### src/design/parallel_port_byte_sender_core_defines.svh
// Assertion macros shared by the parallel-port byte sender RTL.
// Standalone header: needs only the clock and reset names passed in.
`ifndef PARALLEL_PORT_BYTE_SENDER_CORE_DEFINES_SVH
`define PARALLEL_PORT_BYTE_SENDER_CORE_DEFINES_SVH

// Same-cycle implication, ignored while reset is asserted
`define PPS_ASSERT_SAME(lbl, clk_s, rst_s, ante, cons) \
    lbl: assert property (@(posedge clk_s) disable iff (!rst_s) (ante) |-> (cons)) \
        else $error("pps: same-cycle check failed");

// Next-cycle implication, ignored while reset is asserted
`define PPS_ASSERT_NEXT(lbl, clk_s, rst_s, ante, cons) \
    lbl: assert property (@(posedge clk_s) disable iff (!rst_s) (ante) |=> (cons)) \
        else $error("pps: next-cycle check failed");

`endif

### src/design/pps_pkg.sv
// Shared types and constants for the parallel-port byte sender.
// No dependencies; imported by every module of the block.
`default_nettype none

package pps_pkg;

    localparam int TICK_W  = 20;
    localparam int RETRY_W = 8;
    localparam int BYTE_W  = 8;
    localparam int SUM_W   = 16;
    localparam int ADDR_W  = 3;
    localparam int DATA_W  = 32;

    localparam logic [TICK_W-1:0]  RETRY_INTERVAL_RESET = TICK_W'(100000);
    localparam logic [RETRY_W-1:0] MAX_RETRIES_RESET    = RETRY_W'(80);

    typedef enum logic [1:0] {
        CMD_DATA     = 2'd0,
        CMD_CTRL     = 2'd1,
        CMD_NEW_FILE = 2'd2,
        CMD_TICK     = 2'd3
    } cmd_t;

    typedef enum logic [1:0] {
        ST_OK           = 2'd0,
        ST_RTS_CONFLICT = 2'd1,
        ST_ACK_TIMEOUT  = 2'd2
    } status_t;

    typedef enum logic {
        REG_RETRY_INTERVAL = 1'b0,
        REG_MAX_RETRIES    = 1'b1
    } reg_idx_t;

    typedef struct packed {
        logic [TICK_W-1:0]  retry_interval;
        logic [RETRY_W-1:0] max_retries;
    } cfg_t;

    typedef struct packed {
        cmd_t              cmd;
        logic [BYTE_W-1:0] data_byte;
        logic              ack_line;
        logic              remote_rts_line;
    } item_t;

    typedef struct packed {
        logic [BYTE_W-1:0] data_out;
        logic              strobe_pulse;
        logic              done_res;
        status_t           status;
        logic              busy_res;
        logic [SUM_W-1:0]  checksum_out;
    } result_t;

endpackage

`default_nettype wire

### src/design/pps_cfg_regs.sv
// APB-style configuration registers: retry interval and retry limit.
// Depends on pps_pkg for the register map and the cfg_t bundle.
`default_nettype none

module pps_cfg_regs (
    input  wire logic                       clk,
    input  wire logic                       rst_n,
    input  wire logic                       psel,
    input  wire logic                       penable,
    input  wire logic                       pwrite,
    input  wire logic [pps_pkg::ADDR_W-1:0] paddr,
    input  wire logic [pps_pkg::DATA_W-1:0] pwdata,
    output logic      [pps_pkg::DATA_W-1:0] prdata,
    output logic                            pready,
    output pps_pkg::cfg_t                   cfg
);
    import pps_pkg::*;

    logic [TICK_W-1:0]  retry_interval_reg;
    logic [RETRY_W-1:0] max_retries_reg;
    reg_idx_t           idx;
    logic               wr_en;

    assign idx    = reg_idx_t'(paddr[2]);
    assign pready = 1'b1;
    assign wr_en  = psel & penable & pwrite;

    always_ff @(posedge clk or negedge rst_n)
    begin
        if (!rst_n)
        begin
            retry_interval_reg <= RETRY_INTERVAL_RESET;
            max_retries_reg    <= MAX_RETRIES_RESET;
        end
        else if (wr_en)
        begin
            unique case (idx)
                REG_RETRY_INTERVAL: retry_interval_reg <= pwdata[TICK_W-1:0];
                REG_MAX_RETRIES:    max_retries_reg    <= pwdata[RETRY_W-1:0];
                default: ;
            endcase
        end
    end

    always_comb
    begin
        prdata = '0;
        unique case (idx)
            REG_RETRY_INTERVAL: prdata = DATA_W'(retry_interval_reg);
            REG_MAX_RETRIES:    prdata = DATA_W'(max_retries_reg);
            default:            prdata = '0;
        endcase
    end

    assign cfg.retry_interval = retry_interval_reg;
    assign cfg.max_retries    = max_retries_reg;

endmodule

`default_nettype wire

### src/design/pps_engine.sv
// Handshake state and one-step update: latches bytes, watches ACK/RTS,
// retries strobe and keeps the file checksum. Depends on pps_pkg.
`default_nettype none

module pps_engine (
    input  wire logic            clk,
    input  wire logic            rst_n,
    input  wire logic            fire,
    input  pps_pkg::item_t       item,
    input  pps_pkg::cfg_t        cfg,
    output pps_pkg::result_t     res
);
    import pps_pkg::*;

    logic               waiting_reg,  waiting_next;
    logic               last_ack_reg, last_ack_next;
    logic               last_rts_reg, last_rts_next;
    logic [TICK_W-1:0]  tick_reg,     tick_next;
    logic [RETRY_W-1:0] retry_reg,    retry_next;
    logic [SUM_W-1:0]   sum_reg,      sum_next;
    logic               odd_reg,      odd_next;
    logic [BYTE_W-1:0]  held_reg,     held_next;
    logic [TICK_W-1:0]  tick_inc;
    logic               strobe;
    logic               done;
    status_t            st;

    assign tick_inc = tick_reg + TICK_W'(1);

    always_comb
    begin
        waiting_next  = waiting_reg;
        last_ack_next = last_ack_reg;
        last_rts_next = last_rts_reg;
        tick_next     = tick_reg;
        retry_next    = retry_reg;
        sum_next      = sum_reg;
        odd_next      = odd_reg;
        held_next     = held_reg;
        strobe        = 1'b0;
        done          = 1'b0;
        st            = ST_OK;

        unique case (item.cmd) inside
            CMD_DATA, CMD_CTRL:
            begin
                // a pending byte is dropped silently; restart the counters
                held_next    = item.data_byte;
                waiting_next = 1'b1;
                tick_next    = '0;
                retry_next   = '0;
                strobe       = 1'b1;
                if (item.cmd == CMD_DATA)
                begin
                    if (odd_reg)
                        sum_next = sum_reg + {{(SUM_W-BYTE_W){1'b0}}, item.data_byte};
                    else
                        sum_next = sum_reg + {item.data_byte, {(SUM_W-BYTE_W){1'b0}}};
                    odd_next = ~odd_reg;
                end
            end
            CMD_NEW_FILE:
            begin
                sum_next      = '0;
                odd_next      = 1'b0;
                last_ack_next = item.ack_line;
                last_rts_next = item.remote_rts_line;
                waiting_next  = 1'b0;
            end
            CMD_TICK:
            begin
                if (waiting_reg)
                begin
                    // ACK edge takes priority over an RTS change
                    if (item.ack_line != last_ack_reg)
                    begin
                        last_ack_next = item.ack_line;
                        waiting_next  = 1'b0;
                        done          = 1'b1;
                    end
                    else if (item.remote_rts_line != last_rts_reg)
                    begin
                        last_rts_next = item.remote_rts_line;
                        waiting_next  = 1'b0;
                        done          = 1'b1;
                        st            = ST_RTS_CONFLICT;
                    end
                    else if (tick_inc == cfg.retry_interval)
                    begin
                        strobe    = 1'b1;
                        tick_next = '0;
                        if (retry_reg >= cfg.max_retries)
                        begin
                            waiting_next = 1'b0;
                            done         = 1'b1;
                            st           = ST_ACK_TIMEOUT;
                        end
                        else
                        begin
                            retry_next = retry_reg + RETRY_W'(1);
                        end
                    end
                    else
                    begin
                        tick_next = tick_inc;
                    end
                end
            end
            default: ;
        endcase
    end

    always_ff @(posedge clk or negedge rst_n)
    begin
        if (!rst_n)
        begin
            waiting_reg  <= 1'b0;
            last_ack_reg <= 1'b0;
            last_rts_reg <= 1'b0;
            tick_reg     <= '0;
            retry_reg    <= '0;
            sum_reg      <= '0;
            odd_reg      <= 1'b0;
            held_reg     <= '0;
        end
        else if (fire)
        begin
            waiting_reg  <= waiting_next;
            last_ack_reg <= last_ack_next;
            last_rts_reg <= last_rts_next;
            tick_reg     <= tick_next;
            retry_reg    <= retry_next;
            sum_reg      <= sum_next;
            odd_reg      <= odd_next;
            held_reg     <= held_next;
        end
    end

    assign res.data_out     = held_next;
    assign res.strobe_pulse = strobe;
    assign res.done_res     = done;
    assign res.status       = st;
    assign res.busy_res     = waiting_next;
    assign res.checksum_out = sum_next;

endmodule

`default_nettype wire

### src/design/parallel_port_byte_sender_core.sv
// Top level of the parallel-port byte sender: input register, step engine,
// result register and configuration port. Depends on pps_pkg, pps_cfg_regs,
// pps_engine and the shared assertion header.
//
//   channel   direction  handshake            payload
//   in        input      in_valid / in_stall  cmd, data_byte, ack_line, remote_rts_line
//   out       output     out_valid / out_stall data_out, strobe_pulse, done_res,
//                                             status, busy_res, checksum_out
//   config    input      APB psel/penable     paddr, pwdata, prdata
//
// Every transaction yields exactly one result transaction, held first in the input
// register and then in the result register. One transaction per cycle is sustained
// while the output is not stalled; the state update is a single pass.
// A stall on the output holds the result and, once the input register is
// also full, raises in_stall. Reset clears all handshake state, configuration
// returns to an interval of 100000 ticks and a limit of 80 retries.
`default_nettype none

`include "parallel_port_byte_sender_core_defines.svh"

module parallel_port_byte_sender_core (
    input  wire logic                       clk,
    input  wire logic                       rst_n,
    input  wire logic                       in_valid,
    output logic                            in_stall,
    input  wire logic [1:0]                 cmd,
    input  wire logic [pps_pkg::BYTE_W-1:0] data_byte,
    input  wire logic                       ack_line,
    input  wire logic                       remote_rts_line,
    output logic                            out_valid,
    input  wire logic                       out_stall,
    output logic [pps_pkg::BYTE_W-1:0]      data_out,
    output logic                            strobe_pulse,
    output logic                            done_res,
    output logic [1:0]                      status,
    output logic                            busy_res,
    output logic [pps_pkg::SUM_W-1:0]       checksum_out,
    input  wire logic                       psel,
    input  wire logic                       penable,
    input  wire logic                       pwrite,
    input  wire logic [pps_pkg::ADDR_W-1:0] paddr,
    input  wire logic [pps_pkg::DATA_W-1:0] pwdata,
    output logic [pps_pkg::DATA_W-1:0]      prdata,
    output logic                            pready
);
    import pps_pkg::*;

    cfg_t    cfg;
    item_t   item_reg;
    logic    item_valid_reg, item_valid_next;
    result_t res;
    result_t res_reg;
    logic    out_valid_reg, out_valid_next;
    logic    out_free;
    logic    fire;
    logic    accept;

    pps_cfg_regs u_cfg (
        .clk     (clk),
        .rst_n   (rst_n),
        .psel    (psel),
        .penable (penable),
        .pwrite  (pwrite),
        .paddr   (paddr),
        .pwdata  (pwdata),
        .prdata  (prdata),
        .pready  (pready),
        .cfg     (cfg)
    );

    // the result register can take a new value when empty or being drained
    assign out_free = ~out_valid_reg | ~out_stall;
    assign fire     = item_valid_reg & out_free;
    assign in_stall = item_valid_reg & ~out_free;
    assign accept   = in_valid & ~in_stall;

    assign item_valid_next = accept | (item_valid_reg & ~fire);
    assign out_valid_next  = fire | (out_valid_reg & out_stall);

    always_ff @(posedge clk or negedge rst_n)
    begin
        if (!rst_n)
        begin
            item_valid_reg <= 1'b0;
            out_valid_reg  <= 1'b0;
        end
        else
        begin
            item_valid_reg <= item_valid_next;
            out_valid_reg  <= out_valid_next;
        end
    end

    always_ff @(posedge clk)
    begin
        if (accept)
        begin
            item_reg.cmd             <= cmd_t'(cmd);
            item_reg.data_byte       <= data_byte;
            item_reg.ack_line        <= ack_line;
            item_reg.remote_rts_line <= remote_rts_line;
        end
        if (fire)
            res_reg <= res;
    end

    pps_engine u_engine (
        .clk   (clk),
        .rst_n (rst_n),
        .fire  (fire),
        .item  (item_reg),
        .cfg   (cfg),
        .res   (res)
    );

    assign out_valid    = out_valid_reg;
    assign data_out     = res_reg.data_out;
    assign strobe_pulse = res_reg.strobe_pulse;
    assign done_res     = res_reg.done_res;
    assign status       = res_reg.status;
    assign busy_res     = res_reg.busy_res;
    assign checksum_out = res_reg.checksum_out;

    `PPS_ASSERT_SAME(a_status_only_when_done, clk, rst_n,
        out_valid && !done_res, status == ST_OK)
    `PPS_ASSERT_SAME(a_done_ends_wait, clk, rst_n,
        out_valid && done_res, !busy_res)
    `PPS_ASSERT_NEXT(a_send_strobes, clk, rst_n,
        fire && (item_reg.cmd == CMD_DATA || item_reg.cmd == CMD_CTRL),
        out_valid && strobe_pulse && busy_res && !done_res)

endmodule

`default_nettype wire

### config.mk
export PLATFORM = sky130hd
export DESIGN_NAME = parallel_port_byte_sender_core
export DESIGN_NICKNAME = d
export VERILOG_FILES = /design/src/design/pps_pkg.sv /design/src/design/pps_cfg_regs.sv /design/src/design/pps_engine.sv /design/src/design/parallel_port_byte_sender_core.sv
export VERILOG_INCLUDE_DIRS = /design/src /design/src/design
export SDC_FILE = /design/constraint.sdc
export NUM_CORES = 1
export LEC_CHECK = 0
export BUFFER_PORTS_ARGS = -buffer_cell sky130_fd_sc_hd__buf_2
export CORE_UTILIZATION = 35
export DETAILED_ROUTE_END_ITERATION = 8
export PLACE_DENSITY = 0.56
export SYNTH_ARGS = -nofsm -noshare
export SYNTH_HDL_FRONTEND = slang
export SYNTH_SLANG_ARGS = --single-unit
### constraint.sdc
create_clock -name clk -period 7.2 [get_ports clk]
set_clock_uncertainty 0.2 [all_clocks]
set_input_delay 0.72 -clock clk [delete_from_list [all_inputs] [get_ports clk]]
set_output_delay 0.72 -clock clk [all_outputs]
set_load 0.02 [all_outputs]
==> impl_metrics.yaml, run 1 <==
outcome:
  status: "finished, violations left"
  violations: "negative hold slack"
logic_synthesis:
  synth_flop_cell: "dfrtp_1"
  yosysMostFrequentCell: "nand2_1"
  ys_ff_latch: 127
  synth.largest_area_cell: "dfrtp_1"
  yosysSeqAreaShare: 0.455
  synth_warnings: 0
  synth-edff-count: 41
  synth_commonest_cells: "nand2_1 (82), dfrtp_1 (78), mux2_2 (54), o21ai_0 (50), edfxtp_1 (41)"
  syn_area_per_cell_sq_um: 10.2
  netlist_area_sq_um: 7450
  synth_cells: 728
  async_flop_share: 0.677
  synth_top_cell_area_share: 0.262
  synth_area_leaders: "dfrtp_1 (26%), edfxtp_1 (17%), mux2_2 (8.2%)"
  synth.distinct_cells: 78
final_layout:
  multi_input_comb_area_sq_um: 3710
  fillers: 2094
  final_util: 0.415
  final-seq-area_sq_um: 3390
  area_growth_pct: 16.6
  diodes: 0
  nets: 885
  drive_above_1_share: 0.252
clock_network:
  htreeDepth: 4
  clk_latency_ns: 0.43
  cts_setup_buffers: 0
  clock_sinks: 127
  cts-root-buf: "clkbuf_16"
  holdBufCountCts: 0
  cts_resized: 0
  cts_tree: "done"
  clk_pin_slew_ns: 0.06
  max-clock-path-buffers: 2
  cts_inserted_buffers: 17
sta:
  max_slew_margin: 0.338
  min_period_ns: 4.11
  fin_crit_sh: 0.571
  hold_violations: 1
  fin_hold_ws_ns: -0.00520
  rsz0062_at_grt: "false"
  finalSetupTns_ns: 0
  fmax_mhz: 243
  drv_slew: 0
  worstMarginPinSlew_ns: 0.991
  setup_viol: 0
flow_run:
  maxCapViolations: 0
die:
  die_y_um: 148
  die-area_sq_um: 21900
  io_pins: 118
  die_x_um: 148
  initial_utilization: 0.356
  fp-row-count: 53
  core-area_sq_um: 21000
global_route:
  grt_use_total: 0.168
  grt_max_degree: 64
  grt_pass1_wl_um: 28500
  grt_pass1_vias: 5230
  antenna_found_initial: 0
  grt_overflow: 0
worst_setup_path:
  end_kind: "register"
  critical_path.max_fanout: 28
  cp-start-kind: "register"
  reg2reg_from: "u_engine.tick_reg[4]"
  crit_family: "simple AND/OR/NAND/NOR gates"
  critical-path-slowest-cell: "or4b_1"
  crit_chain: "nand3_1, or4_1, xnor2_1, a221oi_1, nand4_1, or4b_1, buf_4, a31o_2, a22o_1"
  worst-path-buf-inv: 1
  critPathKind: "register to register"
  critPathRequiredTime_ns: 7.31
  cpPeakStageDelay_ns: 0.72
  reg2reg_setup_slack_ns: 3.09
  reg2reg_depth: 9
  worstReg2RegEnd: "u_engine.tick_reg[3]"
  arrival_ns: 4.22
place:
  hpwl_um: 11900
  routabilityCongestion: 0.791
  port_buffers: 90
routing:
  drt-pass1-iter-count: 5
  drt_iter0_drc: 407
  wl_um: 17500
  postRouteAntennaNets: 0
  vias: 5722
  avgViaCountPerCell: 5.24
  wl_per_cell_um: 16.0
  drc: 0
power_and_ir_drop:
  power-per-cell-area_nw_per_um2: 307
  leakage_nw: 3.73
  ir_drop_v: 0.000168
worst_hold_path:
  hold_path_class: "input pin to asynchronous set/reset pin"
-- cells in the final DEF (no fill, tap or decap), types with 17 or more instances in the layout --
master,n
o21ai_0,50
nor2_1,24
ha_1,25
buf_2,89
nand3_1,25
dfrtp_1,78
nand2_1,82
xnor2_1,22
mux2_2,54
clkbuf_16,17
inv_1,26
a21oi_1,18
edfxtp_1,41
nor2b_1,22
-- cell type report --
type,instances,share of cell area
clock buffer,19,0.0498
clock inverter,13,0.0246
multi-input combinational,536,0.427
sequential,127,0.390
tap,275,0.0396
timing repair buffer,95,0.0564
inverter,27,0.0117
-- report_power, final --
part / total [W] / internal, W / leakage, nW / switching, W
Sequential: 0.00106 / 0.000902 / 1.48 / 0.000154
Combinational: 0.000656 / 0.000300 / 1.94 / 0.000356
Clock: 0.000954 / 0.000617 / 0.309 / 0.000337
-- stage by stage --
step	cell area, sq um	instances	hold slack, ns	total power, W	worst slack [ns]
3_5_place_dp	8040	1060	0.291	0.00173	3.14
6_report	8690	1092	-0.00520	0.00267	3.09
4_1_cts	8690	1092	0.00442	0.00269	3.13
2_1_floorplan	7490	739	0.224	0.00155	4.03
3_3_place_gp	8040	1060	0.283	0.00172	3.10
5_1_grt	8690	1092	0.0122	0.00283	2.85
-- per-layer routing --
metal,up-vias,track usage,part of all wire
met5,-,0,0
met2,158,0.247,0.44
met3,21,0.0312,0.046
met4,0,0.0562,0.013
li1,2795,-,-
met1,2748,0.247,0.50
-- kinds of logic after synthesis --
group                    share of synthesized area
AO/OA/AOI/OAI                                0.139
adder cells (fa/ha/maj)                     0.0474
XOR/XNOR                                    0.0411
AND/OR/NAND/NOR                              0.177
multiplexers                                0.0870
flip-flops                                   0.455
buffers and inverters                       0.0516
other                                      0.00101
-- worst max-delay path by stage --
stage,startpoint,end,slack [ns],cells after the start
detailed placement,u_engine.tick_reg[4],u_engine.tick_reg[3],3.14,9
finish,u_engine.tick_reg[4],u_engine.tick_reg[3],3.09,9
global route,u_engine.tick_reg[4],u_engine.tick_reg[3],2.85,9
floorplan,u_engine.tick_reg[2],done_res,4.03,11
CTS,u_engine.tick_reg[4],u_engine.tick_reg[3],3.13,9
global placement,u_engine.tick_reg[4],u_engine.tick_reg[3],3.10,9
(Power assumes the default switching activity.)
==> inputs of run 2 (changes only) <==
--- a/config.mk
+++ b/config.mk
@@ -6,6 +6,7 @@
 export SDC_FILE = /design/constraint.sdc
 export NUM_CORES = 1
 export LEC_CHECK = 0
+export ABC_AREA = 1
 export BUFFER_PORTS_ARGS = -buffer_cell sky130_fd_sc_hd__buf_2
 export CORE_UTILIZATION = 35
 export DETAILED_ROUTE_END_ITERATION = 8
==> constraint.sdc (replaced) <==
create_clock -name clk -period 4 [get_ports clk]
set_clock_uncertainty 0.2 [all_clocks]
set_input_delay 0.4 -clock clk [delete_from_list [all_inputs] [get_ports clk]]
set_output_delay 0.4 -clock clk [all_outputs]
set_load 0.02 [all_outputs]
==> run 2 against run 1 <==
Net effect:
- the flow now finishes without violations
- critical path depth up 7
- sequential power rose by 70%
- wire length up 3.4%
- combinational power is 91% higher
- power increased by 69%
- hold slack gained 0.019 ns
- critical path type unchanged
- highest routed layer unchanged
- final cell count rose by 20%
- via count increased by 8.5%
- area after synthesis fell by 2.3%
- final area about the same
- largest power group unchanged
==> impl_metrics.yaml, run 2 <==
logic_synthesis:
  async_flop_share: 0.677
  synth.distinct_cells: 43
  synth_warnings: 0
  ys_ff_latch: 127
  synth.largest_area_cell: "dfrtp_1"
  synth_cells: 922
  yosysMostFrequentCell: "nand2_1"
  yosysSeqAreaShare: 0.466
  synth-edff-count: 41
  synth_area_leaders: "dfrtp_1 (27%), edfxtp_1 (17%), nand2_1 (12%)"
  syn_area_per_cell_sq_um: 7.89
  synth_flop_cell: "dfrtp_1"
  synth_top_cell_area_share: 0.268
  netlist_area_sq_um: 7280
  synth_commonest_cells: "nand2_1 (231), inv_1 (125), nand3_1 (85), o21ai_0 (82)"
worst_setup_path:
  cpPeakStageDelay_ns: 0.44
  crit_family: "simple AND/OR/NAND/NOR gates"
  crit_top_cell: "nand2_1"
  cp.depth: 16
  critPathRequiredTime_ns: 4.11
  crit_chain: "ha_1, nand2_2, nor2_4, nand3b_1, nand2_1, nand2_1, nand2_1, nand2_1, nor2_1, nand2_1, nor2_2, nand3_2, nand2_4, nand2_2, nand2_1, nand2_1"
  arrival_ns: 3.03
  critPathKind: "register to register"
  critical_path.max_fanout: 28
  worst-path-buf-inv: 0
  end_kind: "register"
  critical-path-slowest-cell: "dfrtp_1"
  cp-start-kind: "register"
  reg2reg_depth: 16
final_layout:
  fillers: 2084
  nets: 1112
  mostFrequentLayoutCell: "nand2_1"
  final_util: 0.428
  final_cell_mix: "nand2_1 (231), inv_1 (125), buf_2 (89)"
  area_growth_pct: 19.5
  diodes: 0
  drive_above_1_share: 0.152
routing:
  vias: 6211
  wl_um: 18100
  wl_per_cell_um: 13.8
  avgViaCountPerCell: 4.73
  drc: 0
  postRouteAntennaNets: 0
  drt-pass1-iter-count: 5
  drt_iter0_drc: 353
sta:
  finalSetupTns_ns: 0
  setup_viol: 0
  fmax_mhz: 341
  worstMarginPinSlew_ns: 0.696
  hold_violations: 0
  max_slew_margin: 0.536
  min_period_ns: 2.93
  rsz0062_at_grt: "false"
  fin_crit_sh: 0.732
  drv_slew: 0
clock_network:
  cts_inserted_buffers: 17
  clock_sinks: 127
  cts_resized: 0
  htreeDepth: 4
  clk_pin_slew_ns: 0.06
  clk_latency_ns: 0.42
  max-clock-path-buffers: 2
  cts-root-buf: "clkbuf_16"
  cts_tree: "done"
worst_hold_path:
  hold_path_class: "input pin to register"
  holdPathStages: 3
die:
  io_pins: 118
  fp-row-count: 52
  die_y_um: 146
  die_x_um: 146
  die-area_sq_um: 21400
  initial_utilization: 0.358
  core-area_sq_um: 20300
global_route:
  grt_use_total: 0.176
  antenna_found_initial: 0
  grt_max_degree: 69
  grt_pass1_vias: 5685
  grt_pass1_wl_um: 29400
  grt_overflow: 0
place:
  routabilityCongestion: 0.872
  hpwl_um: 12800
  port_buffers: 90
power_and_ir_drop:
  power-per-cell-area_nw_per_um2: 517
  leakage_nw: 4.11
  switching_power_w: 0.00157
  intPower_w: 0.00292
  pwr-share-comb: 0.278
  p_clk_frac: 0.321
  switching_share: 0.350
  ir_drop_v: 0.000265
  pwr-share-seq: 0.401
flow_run:
  maxCapViolations: 0
outcome:
  status: "completed"
## run 2: cell types whose count changed in the layout (fill, tap and decap cells not counted), sizes merged, moves of 23 or more
cell and delta:
nand2 +153, nor2 +64, o21ai +33, mux2 -53, inv +99, nor2b -23, nand3 +61
## run 2: worst min-delay path: cells and delay by family
family	cells	cell delay, ns
simple gates	1	0.10
buf+inv	1	0.09
compound gates	1	0.05
## run 2: logic make-up (layout without fill, tap and decap cells)
family | count (synthesis) | count (layout) | share of synthesized area
AO/OA/AOI/OAI | 149 | 149 | 0.110
XOR/XNOR | 16 | 16 | 0.0193
AND/OR/NAND/NOR | 440 | 440 | 0.263
adder cells (fa/ha/maj) | 27 | 27 | 0.0485
buffers and inverters | 160 | 271 | 0.0911
other | 2 | 13 | 0.00103
multiplexers | 1 | 1 | 0.00155
flip-flops | 127 | 127 | 0.466
## run 2: cell type report
cell class,instances,area [sq um],share of cell area
Tap cell,270,338,0.0389
Multi-Input combinational cell,646,3270,0.376
Clock buffer,23,489,0.0563
Sequential cell,127,3390,0.390
Clock inverter,9,58.8,0.00677
Inverter,126,473,0.0544
Timing Repair Buffer,113,668,0.0769
## run 2: what timing repair did
item                                   CTS  global route
endpoints found under the hold margin   51             0
hold buffers                            17             0
buffers inserted                         0             0
## run 2: path summary, 6_finish.rpt
kind	slack, ns	end	from
worst max-delay path	1.07	u_engine.retry_reg[2]	u_engine.tick_reg[0]
worst min-delay path	0.01	u_cfg.retry_interval_reg[10]	pwdata[10]
worst max register to register	1.07	u_engine.retry_reg[2]	u_engine.tick_reg[0]
worst min register to register	0.29	u_cfg.max_retries_reg[3]	u_cfg.max_retries_reg[3]
max in group asynchronous	2.35	u_cfg.max_retries_reg[6]	rst_n
min in group asynchronous	0.33	u_engine.sum_reg[1]	rst_n
## run 2: through the flow
stage               area [sq um]  total power [W]  worst slack (ns)  hold WS, ns  cells
finish                      8690          0.00450              1.07       0.0142   1314
global route                8690          0.00479             0.708       0.0121   1314
CTS                         8690          0.00454              1.05     0.000168   1314
detailed placement          7970          0.00306              1.07        0.258   1265
global placement            7970          0.00304              1.07        0.266   1265
floorplan                   7320          0.00269              1.52      -0.0956    933
## run 2: power by group through the flow
stage,combinational [W],sequential [W],clock (W)
floorplan,0.000852,0.00184,0
global placement,0.00122,0.00182,0
detailed placement,0.00124,0.00182,0
CTS,0.00126,0.00180,0.00148
global route,0.00142,0.00183,0.00154
finish,0.00125,0.00180,0.00144
## run 2: layer usage
| layer | vias to the layer above | GRT usage | part of all wire |
|---|---|---|---|
| met5 | - | 0 | 0 |
| met4 | 0 | 0.0521 | 0.0096 |
| met3 | 12 | 0.0378 | 0.037 |
| met2 | 128 | 0.272 | 0.45 |
| met1 | 2857 | 0.246 | 0.50 |
| li1 | 3214 | - | - |
==> inputs of run 3 (changes only) <==
==> constraint.sdc (replaced) <==
create_clock -name clk -period 3.02 [get_ports clk]
set_clock_uncertainty 0.2 [all_clocks]
set_input_delay 0.302 -clock clk [delete_from_list [all_inputs] [get_ports clk]]
set_output_delay 0.302 -clock clk [all_outputs]
set_load 0.02 [all_outputs]
==> run 3 against run 2 <==
Net effect:
- sequential power grew 32%
- utilization grew 1.4 points
- combinational power grew 36%
- setup slack lost 0.85 ns
- critical path type unchanged
- non-clock buffer count grew 25
==> impl_metrics.yaml, run 3 (same netlist as run 2, synthesis figures left out) <==
power_and_ir_drop:
  power-per-cell-area_nw_per_um2: 673
  leakage_nw: 4.23
  ir_drop_v: 0.000389
sta:
  max_slew_margin: 0.530
  fin_crit_sh: 0.926
  hold_violations: 0
  fmax_mhz: 357
  setup_viol: 0
  finalSetupTns_ns: 0
  min_period_ns: 2.80
  drv_slew: 0
  rsz0062_at_grt: "false"
  worstMarginPinSlew_ns: 0.705
routing:
  drt_iter0_drc: 481
  postRouteAntennaNets: 0
  wl_per_cell_um: 13.6
  vias: 6347
  wl_um: 18200
  drt-pass1-iter-count: 5
  drc: 0
  avgViaCountPerCell: 4.74
die:
  initial_utilization: 0.358
  die-area_sq_um: 21400
  die_y_um: 146
  fp-row-count: 52
  core-area_sq_um: 20300
  io_pins: 118
  die_x_um: 146
global_route:
  grt_overflow: 0
  grt_max_degree: 69
  top_usage_layer: "met2"
  grtUsageMet2: 0.264
  grt_use_total: 0.175
  gr-usage-met3: 0.0375
  gr-usage-met1: 0.253
  grt_pass1_wl_um: 29300
  grt_pass1_vias: 5683
  antenna_found_initial: 0
worst_setup_path:
  cp-start-kind: "register"
  worstReg2RegEnd: "u_engine.tick_reg[6]"
  reg2reg_setup_slack_ns: 0.22
  critPathKind: "register to register"
  end_kind: "register"
  critical_path.max_fanout: 19
  arrival_ns: 2.88
  reg2reg_depth: 15
  critPathRequiredTime_ns: 3.10
  reg2reg_from: "u_engine.tick_reg[0]"
flow_run:
  maxCapViolations: 0
final_layout:
  drive_above_1_share: 0.157
  mostFrequentLayoutCell: "nand2_1"
  diodes: 0
  area_growth_pct: 23.3
  fin_cells: 1339
  nets: 1137
  final_cell_mix: "nand2_1 (231), inv_1 (125), buf_2 (89)"
place:
  port_buffers: 90
  dp.cells: 1272
  hpwl_um: 12800
  routabilityCongestion: 0.868
clock_network:
  clock_sinks: 127
  cts_tree: "done"
  clk_pin_slew_ns: 0.06
  cts-root-buf: "clkbuf_16"
  cts_inserted_buffers: 17
  htreeDepth: 4
  clk_latency_ns: 0.42
  max-clock-path-buffers: 2
  cts_resized: 0
worst_hold_path:
  hold_path_class: "input pin to asynchronous set/reset pin"
outcome:
  status: "completed"
[run 3: area by class of cell]
| cell class | instances | area (sq um) |
|---|---|---|
| Clock buffer | 24 | 512 |
| Clock inverter | 8 | 55.1 |
| Fill cell | 2049 | 11300 |
| Inverter | 126 | 473 |
| Multi-Input combinational cell | 646 | 3270 |
| Sequential cell | 127 | 3390 |
| Tap cell | 270 | 338 |
| Timing Repair Buffer | 138 | 926 |
[run 3: repair_timing]
item                                   4_1_cts  5_1_grt
buffers inserted                             0        0
hold buffers                                35        0
endpoints found under the hold margin       68        0
[run 3: routing by layer]
layer / vias to the layer above / part of all wire / wire [um]
li1: 3266 / - / -
met1: 2893 / 0.50 / 9180
met2: 168 / 0.44 / 7950
met3: 20 / 0.045 / 827
met4: 0 / 0.014 / 257
met5: - / 0 / 0
[run 3: through the flow]
| stage | total power [W] | cell area (sq um) | hold WS (ns) | utilization | worst slack [ns] |
|---|---|---|---|---|---|
| after global placement | 0.00404 | 8050 | 0.0808 | 0.397 | 0.259 |
| after global routing | 0.00642 | 8970 | 0.199 | 0.442 | 0.00431 |
| after floorplan | 0.00356 | 7320 | -0.194 | - | 0.544 |
| final | 0.00604 | 8970 | 0.164 | 0.442 | 0.222 |
| after CTS | 0.00609 | 8970 | 0.168 | 0.442 | 0.233 |
| after detailed placement | 0.00407 | 8050 | 0.0786 | 0.397 | 0.253 |
[run 3: worst max-delay path: stages (launching register included)]
cell and delay, ns:
dfrtp_1 0.46, ha_1 0.24, nand2_2 0.11, nor2_4 0.18
nand3b_1 0.18, nand2_1 0.14, nand2_1 0.06, nand2_1 0.05
nand2_1 0.04, nor2_1 0.16, nand2_1 0.08, nor2_2 0.16
nand3_2 0.15, nand2_4 0.17, buf_12 0.18, o22ai_1 0.08
[run 3: where the power goes]
group / total, W / switching [W] / internal, W / leakage (nW)
registers: 0.00238 / 0.000235 / 0.00215 / 1.49
logic: 0.00170 / 0.00108 / 0.000618 / 2.47
clock network: 0.00196 / 0.000779 / 0.00118 / 0.271
total: 0.00604 / 0.00210 / 0.00394 / 4.23
[run 3: worst max-delay path by stage]
| stage | startpoint | end | slack, ns | depth (start not counted) |
|---|---|---|---|---|
| floorplan | u_engine.sum_reg[8] | checksum_out[14] | 0.54 | 14 |
| global placement | u_engine.tick_reg[0] | u_engine.tick_reg[19] | 0.26 | 15 |
| detailed placement | u_engine.tick_reg[0] | u_engine.tick_reg[19] | 0.25 | 15 |
| CTS | u_engine.tick_reg[0] | u_engine.tick_reg[6] | 0.23 | 15 |
| global route | u_engine.tick_reg[0] | u_engine.retry_reg[4] | 0.004 | 16 |
| finish | u_engine.tick_reg[0] | u_engine.tick_reg[6] | 0.22 | 15 |
